<file path="src/hdl/skvt_pkg.sv">
// Shared types and constants for the sorted key/value table.
// No dependencies; compiled first.
`default_nettype none

package skvt_pkg;

  // field widths
  localparam int KEY_W   = 32;
  localparam int VAL_W   = 32;
  localparam int FUNC_W  = 2;
  localparam int STAT_W  = 2;
  localparam int ECNT_W  = 9;

  // default table depth
  localparam int DEF_CAPACITY = 256;

  // cells per first-level OR group in the hit reduction
  localparam int GRP_SIZE = 16;

  // operation codes
  localparam logic [FUNC_W-1:0] OP_INSERT = 2'd0;
  localparam logic [FUNC_W-1:0] OP_LOOKUP = 2'd1;
  localparam logic [FUNC_W-1:0] OP_DELETE = 2'd2;

  // status codes
  localparam logic [STAT_W-1:0] ST_OK        = 2'd0;
  localparam logic [STAT_W-1:0] ST_NOT_FOUND = 2'd1;
  localparam logic [STAT_W-1:0] ST_FULL      = 2'd2;

  // broadcast control from the sequencer to every cell
  typedef struct packed {
    logic cmp;  // compare the request key against the stored key
    logic ins;  // open a slot and load the new pair
    logic del;  // close the slot of the matched pair
    logic upd;  // overwrite the value of the matched pair
  } skvt_ctrl_t;

endpackage

`default_nettype wire

</file>
<file path="src/hdl/skvt_cell.sv">
// One slot of the table: holds a key/value pair, compares it with the request
// and shifts with its neighbours on insert/delete. Depends on skvt_pkg.
`default_nettype none

module skvt_cell
  import skvt_pkg::*;
#(
  parameter int CAPACITY = DEF_CAPACITY,
  parameter int INDEX    = 0,
  localparam int CW      = $clog2(CAPACITY + 1)
) (
  input  wire logic                    clk,
  input  wire skvt_ctrl_t              ctrl,
  input  wire logic [CW-1:0]           count,
  input  wire logic signed [KEY_W-1:0] req_key,
  input  wire logic [VAL_W-1:0]        req_value,
  // left neighbour (lower index)
  input  wire logic                    left_lt,
  input  wire logic [KEY_W-1:0]        left_key,
  input  wire logic [VAL_W-1:0]        left_value,
  // right neighbour (higher index)
  input  wire logic [KEY_W-1:0]        right_key,
  input  wire logic [VAL_W-1:0]        right_value,
  output logic [KEY_W-1:0]             key,
  output logic [VAL_W-1:0]             value,
  output logic                         lt,
  output logic                         eq,
  output logic [VAL_W-1:0]             hit_value
);

  logic slot_used;

  // slot holds a live pair when it lies below the fill count
  assign slot_used = CW'(INDEX) < count;

  // compare flags, captured once per operation
  always_ff @(posedge clk) begin
    if (ctrl.cmp) begin
      lt <= slot_used && ($signed(key) < req_key);
      eq <= slot_used && ($signed(key) == req_key);
    end
  end

  // value of this slot if it matched, else zero, for the OR reduction
  assign hit_value = eq ? value : '0;

  // shift / load
  always_ff @(posedge clk) begin
    if (ctrl.ins && !lt) begin
      if (left_lt) begin
        key   <= req_key;
        value <= req_value;
      end else begin
        key   <= left_key;
        value <= left_value;
      end
    end else if (ctrl.del && !lt) begin
      key   <= right_key;
      value <= right_value;
    end else if (ctrl.upd && eq) begin
      value <= req_value;
    end
  end

endmodule

`default_nettype wire

</file>
<file path="config.mk">
export PLATFORM = sky130hd
export DESIGN_NAME = skvt_cell
export DESIGN_NICKNAME = d
export VERILOG_FILES = /design/src/hdl/skvt_pkg.sv /design/src/hdl/skvt_cell.sv
export SDC_FILE = /design/constraint.sdc
export NUM_CORES = 1
export LEC_CHECK = 0
export ABC_AREA = 0
export BUFFER_PORTS_ARGS = -buffer_cell sky130_fd_sc_hd__buf_2
export CORE_ASPECT_RATIO = 0.75
export CORE_MARGIN = 1.5
export CORE_UTILIZATION = 35
export CTS_CLUSTER_DIAMETER = 100
export DETAILED_ROUTE_END_ITERATION = 10
export GPL_TIMING_DRIVEN = 1
export PLACE_DENSITY = 0.73
export SYNTH_ARGS = -nofsm -noshare
export SYNTH_HDL_FRONTEND = slang
export SYNTH_SLANG_ARGS = --single-unit
export TNS_END_PERCENT = 10
</file>
<file path="constraint.sdc">
create_clock -name clk -period 3.01 [get_ports clk]
set_clock_uncertainty 0.15 [all_clocks]
set_input_delay 0.301 -clock clk [delete_from_list [all_inputs] [get_ports clk]]
set_output_delay 0.301 -clock clk [all_outputs]
set_load 0.01 [all_outputs]
</file>
# Word level (Yosys, flattened, before mapping)
# Cells that the tools add are included.
word_totals:
  regBits: 66
classes:
  magnitude_cmp: 2
  eq_ne: 1
  mux: 8
  reduce_logical: 8
ops:
  columns: ["cell", "count"]
  rows:
  - ["$mux 32", 8]
  - ["$eq 32x32->1", 1]
  - ["$lt 32x32->1", 1]
  - ["$lt 1x9->1 const A", 1]
  - ["$logic_and 1x1->1", 5]
  - ["$reduce_bool 3->1", 1]
  - ["$reduce_bool 2->1", 1]
  - ["$logic_not 1->1", 1]

# Longest topological paths before layout
logic_depth:
  depth_word: 4
  depth_mapped: 7

# Least setup slack after synthesis
# Ideal clock, no wire load.
synth_path:
  path_type: "register -> register"
  from: "register lt"
  to: "register value[0], enable pin"
  setup_ns: 0.388
  t_arrival_ns: 2.208
  required_time_ns: 2.472
  path_slack_ns: 0.264
  path_stages_with_launch: 3
  synth_period_minus_slack_ns: 2.746
  path_cell_list: "edfxtp_1 -> nor2_2 -> a21o_1"
synth_via:
  elab_chain_cells: 3
  word_cells_on_any_way: 4
synth_rtl:
  columns: ["item", "line_no", "source"]
  rows:
  - ["start: declaration", "skvt_cell.sv:26", "output logic lt,"]
  - ["start signal: assignment", "skvt_cell.sv:39", "lt <= slot_used && ($signed(key) < req_key);"]
  - ["$logic_not 1->1 (*)", "skvt_cell.sv:49, skvt_cell.sv:57", null]
  - ["$logic_and 1x1->1, on equally long branches", "skvt_cell.sv:49, skvt_cell.sv:57", null]
  - ["$reduce_bool 3->1 (no line) (*)", null, null]
  - ["end signal: assignment", "skvt_cell.sv:52", "value <= req_value;"]
  - ["end signal: assignment", "skvt_cell.sv:59", "value <= right_value;"]
  - ["end signal: assignment", "skvt_cell.sv:61", "value <= req_value;"]
  - ["end: declaration", "skvt_cell.sv:25", "output logic [VAL_W-1:0] value,"]
# Mark *: on every way between the ends. The rest lies on a longest branch, timed or not.
# A chain may end at the register's enable or synchronous reset.

# Worst setup path after layout
layout_path:
  from: "register key[1]"
  to: "register lt, data pin"
layout_via:
  elab_chain_cells: 2
layout_rtl:
  columns: ["item", "line_no", "source"]
  rows:
  - ["start: declaration", "skvt_cell.sv:24", "output logic [KEY_W-1:0] key,"]
  - ["start signal: assignment", "skvt_cell.sv:51", "key <= req_key;"]
  - ["start signal: assignment", "skvt_cell.sv:54", "key <= left_key;"]
  - ["start signal: assignment", "skvt_cell.sv:58", "key <= right_key;"]
  - ["$lt 32x32->1", "skvt_cell.sv:39", null]
  - ["$logic_and 1x1->1", "skvt_cell.sv:39", null]
# Every way passes these cells.

==> summary.md <==
| Metric | Value |
|---|---|
| Post-Route Setup TNS | 0 ns |
| Leak Pwr | approximately 3.3 nW |
| Placeable Area | 0.0117 sq mm |
| Setup Fix Bufs, Post-CTS | 0 |
| Seq/Total Area, Yosys | between 40% and 50% |
| Min Tclk post-route | 2.30 ns |
| Setup crit start kind | flop |
| Overflow after GRT | 0 |
| WL per Instance | between 15 and 20 microns |
| DP Cell Count | about 860 |
| Max Cap Viol | 0 |
| Worst-margin pin slew | between 0.9 and 1 ns |
| Max-slew headroom | between 30% and 40% |
| Top cells by count, synth | 66 x edfxtp_1, 65 x inv_1, 40 x nand2_1 |
| Final setup fails | 0 |
| Non-Filler Instances | 876 |
| Num CTS Buffers | 9 |
| Routed Antenna Nets | 0 |
| Ranking of synthesized cells by area | edfxtp_1 47%, ha_1 9.4%, mux2i_1 7.8% |
| CP Capture Point | lt$_DFFE_PP_ |
| Std-Cell Rows | 34 |
| Initial antenna violation count | 1 |
| Routed WL | between 10 and 15 mm |
| Max-slew violations | 0 |
| Synth top area share | 46.7% |
| DR iter-0 viols | between 200 and 250 |
| Via count | ~4.4k |
| PortBufs | just over 300 |
| Total I/O pin count | just over 300 |
| Vias in the first global route | about 4.4k |
| Arrival time worst endpoint | 2.20 ns |
| CP max stage delay | 0.63 ns |
| Initial core utilization | 36.3% |
| Worst hold path type | input pin to flop |
| Syn nets | about 650 |
| Worst path cell trace | ha_1 -> nor2b_1 -> o211ai_1 -> a2111oi_0 -> o32ai_1 -> mux2i_1 |
| # DRC | 0 |
| Root buf cell | clkbuf_16 |
| Buffer depth of the longest clock path | 2 |
| GRT Total Usage | 21.5% |
| Synth cell types | 34 |
| R2r setup slk | 0.71 ns |
| H-tree Lvls | 3 |
| Post-CTS Resized | 0 |
| Status | completed |
| Die Span X | around 130 microns |
| Worst hold slack | 0.0538 ns |
| Vias/cell | 5.00 |
| Final hold vios | 0 |
| Layout cells sized above 1 | approximately 46% |
| Fin nets | ~950 |
| RR Startpoint | key[1]$_DFFE_PP_ |
| Post-synthesis register bit count | 66 |
| R2r worst-path depth | 6 |
| Die H | ~98 microns |
| Gpl congestion | ~0.81 |
| Worst Setup End Kind | flop |
| Synth Flop Type | edfxtp_1 |
| Most common cell in the synthesized netlist | edfxtp_1 |
| R2r endpoint | lt$_DFFE_PP_ |
| Synth Warn # | 0 |
| Max frequency | approximately 440 MHz |
| Area Overhead vs Synth | 46.8% |
| WS Path Type | flop to flop |
| Clk slew on worst S/H paths | 0.05 ns |
| Async S/R FF share, synth | 0% |
| Worst setup startpoint | key[1]$_DFFE_PP_ |
| Design Power | 0.00329 W |
| RSZ-0062 raised after global routing | false |
| Mapped Area | roughly 0.0042 sq mm |
| Crit path required time | between 2 and 3 ns |
| Post-synthesis cell count | a little over 400 |
| First-pass GRT wire length | between 20 and 25 mm |
| Crit-path slowest cell | a2111oi_0 |
| Clock latency on the worst-skew pair | ~0.32 ns |
| TritonCTS Sinks | 66 |
| Post-DP HPWL | 11.5 mm |
| Largest net degree at the start of global routing | 65 |
| Max IR drop VDD | roughly 0.00027 V |
| Area leader, netlist | edfxtp_1 |
| Die area | 0.0128 sq mm |
| CTS tree | yes |
| Period utilisation layout | between 70% and 80% |
| Worst Path Max Fanout | 2 |
| Pre-antenna DRT Iters | 8 |
| PD cells | between 500 and 600 mW/mm^2 |
| Post-CTS Hold Fix Bufs | 0 |
| Number of enable flip-flop cells after synthesis | 66 |
| Syn_area_per_cell | 10.4 sq um |
## worst min-delay path by stage
stage                     startpoint  slack (ns)  depth (start not counted)      endpoint
after global placement       ctrl[3]        0.38                          1  eq$_DFFE_PP_
after CTS                    ctrl[3]        0.04                          1  eq$_DFFE_PP_
final                        ctrl[3]        0.05                          1  eq$_DFFE_PP_
after detailed placement     ctrl[3]        0.38                          1  eq$_DFFE_PP_
after floorplan              ctrl[3]        0.26                          0  eq$_DFFE_PP_
after global routing         ctrl[3]        0.05                          1  eq$_DFFE_PP_
## worst max-delay path, delay by kind of cell (launching register included)
family                     cells  cell delay (ns)
muxes                          1             0.16
DFF                            1             0.39
adders and majority gates      1             0.31
and+or+nand+nor                1             0.13
AOI/OAI and AO/OA              3             0.90
## flip-flops by register name, indices dropped and copies added (netlist names)
register / count
eq: 1
key: 32
lt: 1
value: 32
## per-layer routing
metal	wire [microns]	GRT usage, %
met1	5820	25.4
met2	6880	37.6
met3	1190	5.75
met4	263	7.52
met5	0	0
## metrics by stage
stage | util (%) | worst slack, ns | instance area [sq um]
after floorplan | - | 0.264 | 4250
after global placement | 50.6 | 0.716 | 5920
after detailed placement | 50.6 | 0.704 | 5920
after CTS | 53.3 | 0.737 | 6230
after global routing | 53.3 | 0.642 | 6230
final | 53.3 | 0.715 | 6230
## placed cells by master (no fill, tap or decap), drive strengths merged, types with 2 or more instances in the layout
| cell type | count |
|---|---|
| clkbuf | 10 |
| nor4 | 2 |
| nor2 | 7 |
| a222oi | 32 |
| and2 | 33 |
| nand2b | 2 |
| inv | 65 |
| o21ai | 38 |
| edfxtp | 66 |
| buf | 312 |
| bufinv | 2 |
| nand4 | 5 |
| and4 | 3 |
| a21oi | 11 |
| clkinv | 3 |
| mux2i | 33 |
| a21o | 3 |
| ha | 32 |
| nand2 | 40 |
## final cells by class
cell class | count | area, sq um
fill | 1109 | 5470
clock inverter | 6 | 81.3
tap | 162 | 203
multi-input combinational | 254 | 1910
antenna | 1 | 2.50
sequential | 66 | 1980
inverter | 65 | 244
clock buffer | 10 | 229
timing repair buffer | 312 | 1580
## cells by family after synthesis
logic type	Yosys count	share of synthesized area [%]
flops	66	46.7
buf+inv	88	8.69
mux	33	7.78
fa+ha+maj	32	9.43
compound gates	92	15.6
simple gates	97	11.8
## where the power goes
part / internal, W / leakage, nW / switching, W
Sequential: 0.00121 / 0.653 / 0.0000756
Combinational: 0.000401 / 2.51 / 0.000506
Clock: 0.000719 / 0.150 / 0.000381
No activity file was read; power rests on OpenSTA's default activity.
